### config.mk
export PLATFORM = sky130hd
export DESIGN_NAME = am_fm_tuner_panel_control
export DESIGN_NICKNAME = d
export VERILOG_FILES = /design/src/design/aftpc_pkg.sv /design/src/design/aftpc_input_stage.sv /design/src/design/aftpc_core.sv /design/src/design/aftpc_output_stage.sv /design/src/design/am_fm_tuner_panel_control.sv
export SDC_FILE = /design/constraint.sdc
export NUM_CORES = 1
export LEC_CHECK = 0
export ABC_AREA = 1
export BUFFER_PORTS_ARGS = -buffer_cell sky130_fd_sc_hd__buf_2
export CORE_ASPECT_RATIO = 0.6
export CORE_MARGIN = 2
export CORE_UTILIZATION = 52
export CTS_CLUSTER_SIZE = 10
export DETAILED_ROUTE_END_ITERATION = 8
export PLACE_DENSITY = 0.69
export SLEW_MARGIN = 20
export SYNTH_ARGS = -nofsm -noshare
export SYNTH_HDL_FRONTEND = slang
export SYNTH_HIERARCHICAL = 1
export SYNTH_SLANG_ARGS = --single-unit
### constraint.sdc
create_clock -name clk -period 4.17 [get_ports clk]
set_clock_uncertainty 0.2 [all_clocks]
set_input_delay 0.6255 -clock clk [delete_from_list [all_inputs] [get_ports clk]]
set_output_delay 0.6255 -clock clk [all_outputs]
set_load 0.03 [all_outputs]
### src/design/aftpc_pkg.sv
// Package for the tuner front-panel controller.
// Holds command and status codes, band limits and the request and result types.
// No dependencies.
`timescale 1ns / 1ps

package aftpc_pkg;

    // Command codes carried by each request.
    typedef enum logic [2:0] {
        CMD_POWER_TOGGLE  = 3'd0,
        CMD_SET_VOLUME    = 3'd1,
        CMD_BAND_TOGGLE   = 3'd2,
        CMD_STORE_PRESET  = 3'd3,
        CMD_RECALL_PRESET = 3'd4,
        CMD_SCAN_UP       = 3'd5,
        CMD_SCAN_DOWN     = 3'd6,
        CMD_NONE          = 3'd7
    } cmd_t;

    // Status codes returned with every result.
    typedef enum logic [1:0] {
        STATUS_OK         = 2'd0,
        STATUS_VOL_CLAMP  = 2'd1,
        STATUS_BAD_PRESET = 2'd2,
        STATUS_SPARE      = 2'd3
    } status_t;

    // Band limits: AM in kHz, FM in tenths of MHz.
    localparam logic [10:0] AM_LOW  = 11'd530;
    localparam logic [10:0] AM_HIGH = 11'd1700;
    localparam logic [10:0] AM_STEP = 11'd10;
    localparam logic [10:0] FM_LOW  = 11'd879;
    localparam logic [10:0] FM_HIGH = 11'd1079;
    localparam logic [10:0] FM_STEP = 11'd2;

    // Volume ceiling.
    localparam logic [6:0] VOL_MAX = 7'd100;

    typedef struct packed {
        logic [2:0]        req_type;
        logic signed [7:0] volume_request;
        logic [3:0]        preset_index;
    } request_t;

    typedef struct packed {
        logic        powered;
        logic        band_fm;
        logic [10:0] station;
        logic [6:0]  volume_level;
        logic [1:0]  status;
    } result_t;

endpackage

### src/design/aftpc_input_stage.sv
// Input register of the tuner front-panel controller.
// Captures one request per transfer; uses aftpc_pkg.
`timescale 1ns / 1ps

module aftpc_input_stage (
    input  logic               clk,
    input  logic               rst_n,
    input  logic               in_valid,
    output logic               in_ready,
    input  aftpc_pkg::request_t req_in,
    input  logic               out_free,
    output logic               take,
    output aftpc_pkg::request_t req_out
);
    import aftpc_pkg::*;

    logic     in_v_reg;
    logic     in_v_next;
    request_t req_reg;

    // The held request moves on when the result register can take it.
    assign take     = in_v_reg && out_free;
    assign in_ready = !in_v_reg || take;
    assign req_out  = req_reg;

    always_comb
    begin
        in_v_next = in_v_reg;
        if (in_ready)
        begin
            in_v_next = in_valid;
        end
    end

    always_ff @(posedge clk or negedge rst_n)
    begin
        if (!rst_n)
        begin
            in_v_reg <= 1'b0;
        end
        else
        begin
            in_v_reg <= in_v_next;
        end
    end

    // Payload register, loaded on every accepted transfer.
    always_ff @(posedge clk)
    begin
        if (in_valid && in_ready)
        begin
            req_reg <= req_in;
        end
    end

endmodule

### src/design/aftpc_core.sv
// Tuner state and command execution for the front-panel controller.
// State registers update when a request is taken; uses aftpc_pkg.
`timescale 1ns / 1ps

module aftpc_core #(
    parameter int PRESET_COUNT = 5
) (
    input  logic                clk,
    input  logic                rst_n,
    input  logic                take,
    input  aftpc_pkg::request_t req,
    output aftpc_pkg::result_t  result
);
    import aftpc_pkg::*;

    localparam int          IDX_W        = (PRESET_COUNT > 1) ? $clog2(PRESET_COUNT) : 1;
    localparam logic [4:0]  PRESET_LIMIT = 5'(PRESET_COUNT);

    logic        power_reg,   power_next;
    logic        fm_reg,      fm_next;
    logic [10:0] station_reg, station_next;
    logic [6:0]  live_reg,    live_next;
    logic [6:0]  saved_reg,   saved_next;
    logic [10:0] last_am_reg, last_am_next;
    logic [10:0] last_fm_reg, last_fm_next;
    logic [10:0] am_presets_reg [PRESET_COUNT];
    logic [10:0] fm_presets_reg [PRESET_COUNT];

    logic             idx_ok;
    logic [IDX_W-1:0] pidx;
    logic [10:0]      preset_value;
    logic             store_am;
    logic             store_fm;
    logic [6:0]       vol_clamped;
    logic             vol_over;
    status_t          status_next;

    // Preset index check and the selected preset of the current band.
    assign idx_ok       = {1'b0, req.preset_index} < PRESET_LIMIT;
    assign pidx         = idx_ok ? req.preset_index[IDX_W-1:0] : '0;
    assign preset_value = fm_reg ? fm_presets_reg[pidx] : am_presets_reg[pidx];

    // Volume request clamped to the legal range.
    always_comb
    begin
        vol_over = 1'b0;
        if (req.volume_request < 8'sd0)
        begin
            vol_clamped = 7'd0;
        end
        else if (req.volume_request > $signed({1'b0, VOL_MAX}))
        begin
            vol_clamped = VOL_MAX;
            vol_over    = 1'b1;
        end
        else
        begin
            vol_clamped = req.volume_request[6:0];
        end
    end

    // Next state for the command in the input register.
    always_comb
    begin
        power_next   = power_reg;
        fm_next      = fm_reg;
        station_next = station_reg;
        live_next    = live_reg;
        saved_next   = saved_reg;
        last_am_next = last_am_reg;
        last_fm_next = last_fm_reg;
        store_am     = 1'b0;
        store_fm     = 1'b0;
        status_next  = STATUS_OK;
        case (cmd_t'(req.req_type))
            CMD_POWER_TOGGLE:
            begin
                power_next = !power_reg;
                live_next  = power_reg ? 7'd0 : saved_reg;
            end
            CMD_SET_VOLUME:
            begin
                saved_next = vol_clamped;
                live_next  = power_reg ? vol_clamped : 7'd0;
                if (vol_over)
                begin
                    status_next = STATUS_VOL_CLAMP;
                end
            end
            CMD_BAND_TOGGLE:
            begin
                fm_next      = !fm_reg;
                station_next = fm_reg ? last_am_reg : last_fm_reg;
            end
            CMD_STORE_PRESET:
            begin
                if (idx_ok)
                begin
                    store_am = !fm_reg;
                    store_fm = fm_reg;
                end
                else
                begin
                    status_next = STATUS_BAD_PRESET;
                end
            end
            CMD_RECALL_PRESET:
            begin
                if (idx_ok)
                begin
                    station_next = preset_value;
                end
                else
                begin
                    status_next = STATUS_BAD_PRESET;
                end
            end
            CMD_SCAN_UP:
            begin
                if (fm_reg)
                begin
                    station_next = (station_reg >= FM_HIGH) ? FM_LOW : station_reg + FM_STEP;
                    last_fm_next = station_next;
                end
                else
                begin
                    station_next = (station_reg >= AM_HIGH) ? AM_LOW : station_reg + AM_STEP;
                    last_am_next = station_next;
                end
            end
            CMD_SCAN_DOWN:
            begin
                if (fm_reg)
                begin
                    station_next = (station_reg <= FM_LOW) ? FM_HIGH : station_reg - FM_STEP;
                    last_fm_next = station_next;
                end
                else
                begin
                    station_next = (station_reg <= AM_LOW) ? AM_HIGH : station_reg - AM_STEP;
                    last_am_next = station_next;
                end
            end
            default:
            begin
                status_next = STATUS_OK;
            end
        endcase
    end

    // Result shows the state after the command.
    assign result.powered      = power_next;
    assign result.band_fm      = fm_next;
    assign result.station      = station_next;
    assign result.volume_level = power_next ? live_next : 7'd0;
    assign result.status       = status_next;

    // Scalar tuner state.
    always_ff @(posedge clk or negedge rst_n)
    begin
        if (!rst_n)
        begin
            power_reg   <= 1'b0;
            fm_reg      <= 1'b0;
            station_reg <= AM_LOW;
            live_reg    <= 7'd0;
            saved_reg   <= 7'd0;
            last_am_reg <= AM_LOW;
            last_fm_reg <= FM_LOW;
        end
        else if (take)
        begin
            power_reg   <= power_next;
            fm_reg      <= fm_next;
            station_reg <= station_next;
            live_reg    <= live_next;
            saved_reg   <= saved_next;
            last_am_reg <= last_am_next;
            last_fm_reg <= last_fm_next;
        end
    end

    // Preset banks, one entry written per store command.
    always_ff @(posedge clk or negedge rst_n)
    begin
        if (!rst_n)
        begin
            for (int i = 0; i < PRESET_COUNT; i++)
            begin
                am_presets_reg[i] <= AM_LOW;
                fm_presets_reg[i] <= FM_LOW;
            end
        end
        else if (take)
        begin
            if (store_am)
            begin
                am_presets_reg[pidx] <= station_reg;
            end
            if (store_fm)
            begin
                fm_presets_reg[pidx] <= station_reg;
            end
        end
    end

endmodule

### src/design/aftpc_output_stage.sv
// Result register of the tuner front-panel controller.
// Holds one result until its transfer; uses aftpc_pkg.
`timescale 1ns / 1ps

module aftpc_output_stage (
    input  logic               clk,
    input  logic               rst_n,
    input  logic               take,
    input  aftpc_pkg::result_t result_in,
    output logic               out_free,
    output logic               out_valid,
    input  logic               out_ready,
    output aftpc_pkg::result_t result_out
);
    import aftpc_pkg::*;

    logic    out_v_reg;
    logic    out_v_next;
    result_t result_reg;

    assign out_free   = !out_v_reg || out_ready;
    assign out_valid  = out_v_reg;
    assign result_out = result_reg;

    // Valid follows a new result, or drops once the held one is taken.
    always_comb
    begin
        out_v_next = out_v_reg;
        if (take)
        begin
            out_v_next = 1'b1;
        end
        else if (out_ready)
        begin
            out_v_next = 1'b0;
        end
    end

    always_ff @(posedge clk or negedge rst_n)
    begin
        if (!rst_n)
        begin
            out_v_reg <= 1'b0;
        end
        else
        begin
            out_v_reg <= out_v_next;
        end
    end

    always_ff @(posedge clk)
    begin
        if (take)
        begin
            result_reg <= result_in;
        end
    end

endmodule

### src/design/am_fm_tuner_panel_control.sv
// Top level of the AM/FM tuner front-panel controller.
// Instantiates aftpc_input_stage, aftpc_core and aftpc_output_stage; uses aftpc_pkg.
//
//   Channel | Handshake            | Payload
//   --------+----------------------+---------------------------------------------------
//   input   | in_valid / in_ready  | req_type, volume_request, preset_index
//   output  | out_valid / out_ready| powered, band_fm, station, volume_level, status
//
// Each command passes through the input register and the core into the result register;
// one command is accepted every cycle while out_ready is high.
// Reset (rst_n low): power off, AM band, volumes 0, station and presets at low limits.
// When out_ready is low the result register holds and one more command waits in
// the input register; in_ready drops only when both are full.
`timescale 1ns / 1ps

module am_fm_tuner_panel_control #(
    parameter int PRESET_COUNT = 5
) (
    input  logic              clk,
    input  logic              rst_n,
    input  logic              in_valid,
    output logic              in_ready,
    input  logic [2:0]        req_type,
    input  logic signed [7:0] volume_request,
    input  logic [3:0]        preset_index,
    output logic              out_valid,
    input  logic              out_ready,
    output logic              powered,
    output logic              band_fm,
    output logic [10:0]       station,
    output logic [6:0]        volume_level,
    output logic [1:0]        status
);
    import aftpc_pkg::*;

    request_t req_in;
    request_t req_held;
    result_t  result_next;
    result_t  result_held;
    logic     take;
    logic     out_free;

    assign req_in.req_type       = req_type;
    assign req_in.volume_request = volume_request;
    assign req_in.preset_index   = preset_index;

    aftpc_input_stage u_input (
        .clk      (clk),
        .rst_n    (rst_n),
        .in_valid (in_valid),
        .in_ready (in_ready),
        .req_in   (req_in),
        .out_free (out_free),
        .take     (take),
        .req_out  (req_held)
    );

    aftpc_core #(
        .PRESET_COUNT (PRESET_COUNT)
    ) u_core (
        .clk    (clk),
        .rst_n  (rst_n),
        .take   (take),
        .req    (req_held),
        .result (result_next)
    );

    aftpc_output_stage u_output (
        .clk        (clk),
        .rst_n      (rst_n),
        .take       (take),
        .result_in  (result_next),
        .out_free   (out_free),
        .out_valid  (out_valid),
        .out_ready  (out_ready),
        .result_out (result_held)
    );

    // Result fields onto their ports.
    assign powered      = result_held.powered;
    assign band_fm      = result_held.band_fm;
    assign station      = result_held.station;
    assign volume_level = result_held.volume_level;
    assign status       = result_held.status;

endmodule

==> results of run 1 <==
## per-layer routing
metal / track usage, % / up-vias / share of wire [%]
met1: 48.31 / 4555 / 48
met3: 9.292 / 37 / 12
li1: - / 4548 / -
met2: 39.28 / 519 / 39
met5: 0 / - / 0
met4: 7.664 / 0 / 1.2
## worst max-delay path, delay by kind of cell (launching register included)
family | cells | cell delay (ns)
fa+ha+maj | 1 | 0.36
buf+inv | 1 | 0.33
flops | 1 | 0.66
simple gates | 11 | 1.39
## Yosys cell counts
cell	n	area share, %
mux2_2	1	0.11
nand4_1	24	1.4
o21ai_0	100	4.8
nor2_2	2	0.12
nand2_2	2	0.12
xnor2_1	1	0.083
nand3b_1	3	0.21
a22oi_1	2	0.14
o21ai_1	58	2.8
nor2_1	151	5.4
buf_2	19	0.91
buf_4	3	0.21
a21boi_0	3	0.21
buf_1	1	0.036
a211oi_1	3	0.21
o22a_1	1	0.083
a21oi_1	45	2.1
and2_1	5	0.30
nor4_2	2	0.24
nand2_1	419	15
inv_1	94	3.4
inv_2	2	0.072
nor3_1	8	0.38
nand3_1	119	5.7
xor2_1	10	0.83
o22ai_1	4	0.24
ha_1	3	0.36
nor4_1	1	0.060
dfstp_2	69	17
edfxtp_1	37	11
o2111ai_1	1	0.083
clkinv_1	7	0.25
o211ai_1	11	0.79
a31oi_1	14	0.83
or2_2	10	0.60
nor3b_1	1	0.072
clkbuf_1	59	2.1
dfrtp_1	92	22
## cells by family after synthesis
family	share of synthesized area [%]
adders and majority gates	0.3577
AOI/OAI and AO/OA	12.28
and+or+nand+nor	29.59
muxes	0.1073
DFF	49.80
buffers and inverters	6.950
xor gates and xnor gates	0.9180
## path summary, 6_finish.rpt
kind	start	end	slack (ns)	cells past startpoint
max in group asynchronous	rst_n	u_core/am_presets_reg[34]	2.84	2
max reg2reg	u_core/station_reg[1]	u_output/result_out[16]	0.98	13
min	rst_n	u_core/am_presets_reg[27]	0.08	1
min reg2reg	u_core/last_fm_reg[6]	u_core/last_fm_reg[6]	0.27	2
min in group clk	volume_request[0]	u_input/req_out[4]	0.15	1
max	u_core/station_reg[1]	u_output/result_out[16]	0.98	13
## power by group through the flow
stage               logic [mW]  clock network (mW)  registers [mW]
detailed placement        1.96                   0            2.67
CTS                       1.97                1.66            2.65
finish                    2.02                1.63            2.66
global placement          1.95                   0            2.67
global route              2.24                1.75            2.69
floorplan                 1.40                   0            2.62
## stage by stage
step	total power [mW]	area, um^2	cells
floorplan	4.018	10500	1387
global placement	4.623	10930	1648
detailed placement	4.639	10930	1648
CTS	6.280	11500	1680
global route	6.683	11500	1680
finish	6.305	11500	1680
## layout make-up
cell class	count	share of cell area [%]
flip-flops and latches	198	45.43
multi-input cells	1004	39.46
repair buffers	70	3.817
clock buffers	18	3.730
inverters	103	3.361
well taps	273	2.969
clock inverters	14	1.240
==> impl_metrics.env, run 1 <==
export IMPL_fillerInstances=1888
export IMPL_area_growth_pct=9.621
export IMPL_ys_warn_count=6
export IMPL_setup_ws_ns=0.9811
export IMPL_slew_headroom_pct=34.25
export IMPL_swShare_pct=39.56
export IMPL_clkPwrFrac_pct=25.9
export IMPL_max_stage_delay_ns=0.66
export IMPL_drv_cap=0
export IMPL_die_area_um2=21370
export IMPL_dr_first_iter_drc_count=1038
export IMPL_pwr_share_seq_pct=42.1
export IMPL_gp_congestion=1.020
export IMPL_worstPathMaxFanout=17
export IMPL_drive_above_1_share_pct=13.43
export IMPL_seq_area_frac_synth_pct=49.80
export IMPL_cts_buffers=17
export IMPL_seqCellArea_um2=5226
export IMPL_num_rows=40
export IMPL_grt_pass1_vias=8536
export IMPL_grt_ovfl_total=0
export IMPL_h_tree_depth=4
export IMPL_dpl_hpwl_mm=21.27
export IMPL_cts_tree="done"
export IMPL_tightest_slew_ns=0.9863
export IMPL_postCtsSetupRepairBufs=0
export IMPL_coreArea_um2=19920
export IMPL_cp_required_ns=4.18
export IMPL_layout_commonest_cell="nand2_1"
export IMPL_multi_input_area_um2=4539
export IMPL_p_sw_mw=2.494
export IMPL_fin_nets=1416
export IMPL_die_h_um=114.0
export IMPL_cts_path_max_buffers=2
export IMPL_drt_wl_total_mm=31.20
export IMPL_endpoint_kind="flip-flop"
export IMPL_drc=0
export IMPL_track_usage_pct=30.36
export IMPL_vias=9659
export IMPL_status="completed"
export IMPL_final_cell_mix="nand2_1 (419), nor2_1 (151), nand3_1 (119)"
export IMPL_grt_pass1_wl_mm=49.42
export IMPL_worstSetupPathType="flip-flop to flip-flop"
export IMPL_critPathLaunchType="flip-flop"
export IMPL_holdBufCountCts=0
export IMPL_arrival_ns=3.20
export IMPL_fmax_ghz=0.3136
export IMPL_synth_area_per_cell_um2=7.567
export IMPL_post_route_period_util_pct=76.47
export IMPL_num_io_pins=43
export IMPL_rsz0062_at_grt="no"
export IMPL_crit_top_cell="nand2_1"
export IMPL_dp_slack_ns=1.040
export IMPL_whs_ns=0.08137
export IMPL_cts_root_buf="clkbuf_16"
export IMPL_clkTransAtPathRegs_ns=0.08
export IMPL_setup_tns_ns=0
export IMPL_cts_resized=0
export IMPL_routed_via_density=5.749
export IMPL_diodes=0
export IMPL_hold_viol=0
export IMPL_final_util_pct=57.76
export IMPL_first_pass_iters=6
export IMPL_postRouteAntennaNets=0
export IMPL_synth_fp_nets=1409
export IMPL_min_delay_path_class="input port to asynchronous set/reset pin"
export IMPL_syn_inst=1387
export IMPL_insertion_delay_ns=0.45
export IMPL_period_minus_slack_ns=3.189
export IMPL_grt_max_degree=106
export IMPL_io_buffers=42
export IMPL_drv_slew=0
export IMPL_p_per_area_nw_per_um2=548.0
export IMPL_clock_sinks=198
export IMPL_peakVddDrop_uv=355.4
export IMPL_syn_area_um2=10500
export IMPL_cellLeakagePower_nw=5.276
export IMPL_antenna_found_initial=0
export IMPL_synth_cell_types=38
export IMPL_dieWidth_um=187.4
export IMPL_ys_ff_latch=198
export IMPL_cp_slowest_cell="dfstp_2"
export IMPL_start_util_pct=52.69
export IMPL_wl_per_cell_um=18.57
export IMPL_path_cells="inv_1 > ha_1 > nand2_1 > nand3_1 > nand2_1 > nand2_1 > nand2_1 > nand2_1 > nand2_1 > nand2_1 > nor2_1 > nand3_1 > and2_1"
export IMPL_combPwrFrac_pct=32.0
export IMPL_p_int_mw=3.810
export IMPL_setup_violations=0
No activity file was read; power rests on OpenSTA's default activity.
==> run 2, diff against run 1 <==
--- a/config.mk
+++ b/config.mk
@@ -5,7 +5,7 @@
 export SDC_FILE = /design/constraint.sdc
 export NUM_CORES = 1
 export LEC_CHECK = 0
-export ABC_AREA = 1
+export ABC_AREA = 0
 export BUFFER_PORTS_ARGS = -buffer_cell sky130_fd_sc_hd__buf_2
 export CORE_ASPECT_RATIO = 0.6
 export CORE_MARGIN = 2
==> constraint.sdc (replaced) <==
create_clock -name clk -period 3.2 [get_ports clk]
set_clock_uncertainty 0.2 [all_clocks]
set_input_delay 0.48 -clock clk [delete_from_list [all_inputs] [get_ports clk]]
set_output_delay 0.48 -clock clk [all_outputs]
set_load 0.03 [all_outputs]
==> impl_metrics.env, run 2 <==
export IMPL_io_buffers=42
export IMPL_cts_path_max_buffers=2
export IMPL_grt_ovfl_total=0
export IMPL_async_reset_ff_share_pct=81.31
export IMPL_drc=0
export IMPL_p_per_area_nw_per_um2=788.1
export IMPL_worstPathMaxFanout=49
export IMPL_p_total_mw=9.896
export IMPL_fillerInstances=1799
export IMPL_grt_busiest_layer="met1"
export IMPL_routed_via_density=6.417
export IMPL_num_rows=41
export IMPL_crit_top_cell="nor2_1"
export IMPL_hold_viol=0
export IMPL_cts_buffers=17
export IMPL_synth_area_per_cell_um2=9.784
export IMPL_postRouteAntennaNets=0
export IMPL_post_route_period_util_pct=94.81
export IMPL_wl_per_cell_um=25.22
export IMPL_status="completed"
export IMPL_drt_wl_total_mm=37.48
export IMPL_dieWidth_um=191.1
export IMPL_synth_main_ff_cell="dfrtp_1"
export IMPL_endpoint_kind="flip-flop"
export IMPL_dpl_hpwl_mm=27.60
export IMPL_ys_top_cells_by_area="dfrtp_1 (21%), dfstp_2 (17%), edfxtp_1 (10%), mux2_2 (6.5%), o21ai_0 (4.5%)"
export IMPL_area_growth_pct=15.00
export IMPL_worstSetupPathType="flip-flop to flip-flop"
export IMPL_drv_slew=0
export IMPL_track_usage_pct=35.18
export IMPL_synth_edf_count=37
export IMPL_use_met2_pct=43.96
export IMPL_tightest_slew_ns=0.7443
export IMPL_grt_pass1_vias=8858
export IMPL_met1_usage_pct=55.75
export IMPL_slew_headroom_pct=49.10
export IMPL_synth_most_common_cell="nand2_1"
export IMPL_cellLeakagePower_nw=5.184
export IMPL_arrival_ns=3.01
export IMPL_die_area_um2=22210
export IMPL_peakVddDrop_uv=512.2
export IMPL_drive_above_1_share_pct=29.02
export IMPL_antenna_found_initial=1
export IMPL_final_cell_mix="nand2_1 (117), buf_4 (99), o21ai_0 (99)"
export IMPL_crit_buf_inv=1
export IMPL_yosysTopAreaCell="dfrtp_1"
export IMPL_period_minus_slack_ns=3.034
export IMPL_netlist_area_leader_share_pct=21.08
export IMPL_ys_warn_count=6
export IMPL_num_io_pins=43
export IMPL_cts_tree="done"
export IMPL_dr_first_iter_drc_count=1175
export IMPL_gp_congestion=1.017
export IMPL_first_pass_iters=6
export IMPL_ys_ff_latch=198
export IMPL_setup_tns_ns=0
export IMPL_cp_required_ns=3.18
export IMPL_syn_inst=1116
export IMPL_clock_sinks=198
export IMPL_fmax_ghz=0.3296
export IMPL_coreArea_um2=20830
export IMPL_drv_cap=0
export IMPL_rsz0062_at_grt="no"
export IMPL_grt_util_met3_pct=14.45
export IMPL_min_delay_path_class="input port to flip-flop"
export IMPL_h_tree_depth=4
export IMPL_netlist_top_cells_count="nand2_1 (117), o21ai_0 (99), nor2_1 (94), dfrtp_1 (92), dfstp_2 (69)"
export IMPL_start_util_pct=52.43
export IMPL_path_cells="buf_12 > or4b_2 > nor2_1 > a211oi_1 > o22a_1 > a211oi_2 > nor2_1"
export IMPL_max_stage_delay_ns=0.78
export IMPL_critPathTopFamily="simple AND/OR/NAND/NOR gates"
export IMPL_cts_root_buf="clkbuf_16"
export IMPL_critPathLaunchType="flip-flop"
export IMPL_die_h_um=116.2
export IMPL_vias=9536
export IMPL_grt_max_degree=64
export IMPL_fin_nets=1215
export IMPL_insertion_delay_ns=0.44
export IMPL_setup_violations=0
export IMPL_synth_fp_nets=1138
export IMPL_synth_cell_types=89
export IMPL_syn_area_um2=10920
export IMPL_layout_commonest_cell="nand2_1"
export IMPL_clkTransAtPathRegs_ns=0.07
export IMPL_grt_pass1_wl_mm=57.12
export IMPL_seq_area_frac_synth_pct=47.86
export IMPL_cp_slowest_cell="or4b_2"
-- run 2: cell types whose count changed in the layout (fill, tap and decap cells not counted), moves of 18 or more --
cell	before	now
nand2_1	419	117
nand3_1	119	13
buf_4	27	99
inv_1	93	26
mux2_2	1	63
nor2_1	151	94
o21ai_1	58	7
mux2i_1	0	26
nand4_1	24	6
-- run 2: report_power, final --
part           internal, mW  switching, mW
sequential             3.16          0.489
combinational          1.44           2.63
clock                  1.10           1.07
total                  5.70           4.19
-- run 2: cell families after synthesis --
| family | share of synthesized area [%] |
|---|---|
| simple gates | 16.75 |
| compound gates | 19.09 |
| flops | 47.86 |
| buf+inv | 4.904 |
| mux | 8.880 |
| xor+xnor | 2.166 |
| fa+ha+maj | 0.3438 |
-- run 2: what timing repair did --
item	CTS	global route
gates resized for setup	0	0
hold buffers	8	0
hold endpoints to repair	38	0
setup endpoints to repair	0	1
buffers inserted	0	1
-- run 2: final cells by class --
cell class	instances	area (um^2)	share of cell area, %
Multi-Input combinational cell	796	5164	41.12
Clock buffer	19	464.2	3.697
Inverter	27	101.3	0.8071
Antenna cell	1	2.502	0.01993
Clock inverter	13	130.1	1.036
Timing Repair Buffer	153	1120	8.918
Sequential cell	198	5226	41.62
Tap cell	279	349.1	2.780
-- run 2: final timing paths --
kind	startpoint	endpoint	slack [ns]	cells after the start
worst max-delay path	u_input/req_out[1]	u_output/result_out[10]	0.17	7
worst min-delay path	req_type[0]	u_input/req_out[12]	0.02	1
worst max register to register	u_input/req_out[1]	u_output/result_out[10]	0.17	7
worst min register to register	u_core/fm_presets_reg[24]	u_core/fm_presets_reg[24]	0.27	2
max in group asynchronous	rst_n	u_core/last_fm_reg[5]	1.64	3
min in group asynchronous	rst_n	u_core/am_presets_reg[16]	0.34	2
-- run 2: routing by layer --
metal | wire length [um] | part of all wire (%) | up-vias
li1 | - | - | 4228
met1 | 17720 | 47 | 4668
met2 | 14040 | 37 | 600
met3 | 5300 | 14 | 38
met4 | 307 | 0.82 | 2
met5 | 112 | 0.30 | -
-- run 2: worst reg2reg max path, stage by stage, from the launching register on --
cell and delay (ns):
edfxtp_1 0.52, buf_12 0.24, or4b_2 0.82, nor2_1 0.16, a211oi_1 0.10, o22a_1 0.29, a211oi_2 0.33, nor2_1 0.13
-- run 2: metrics by stage --
step	area [um^2]	hold WS (ns)	worst slack [ns]	instances	util [%]
final	12560	0.01565	0.1659	1486	60.29
after global routing	12550	0.001832	0.09310	1485	60.28
after CTS	12550	0.0007599	0.1743	1484	60.24
after detailed placement	11870	0.2471	0.1937	1444	57.00
after global placement	11870	0.2490	0.1913	1444	57.00
after floorplan	10920	-0.01559	0.07669	1116	-
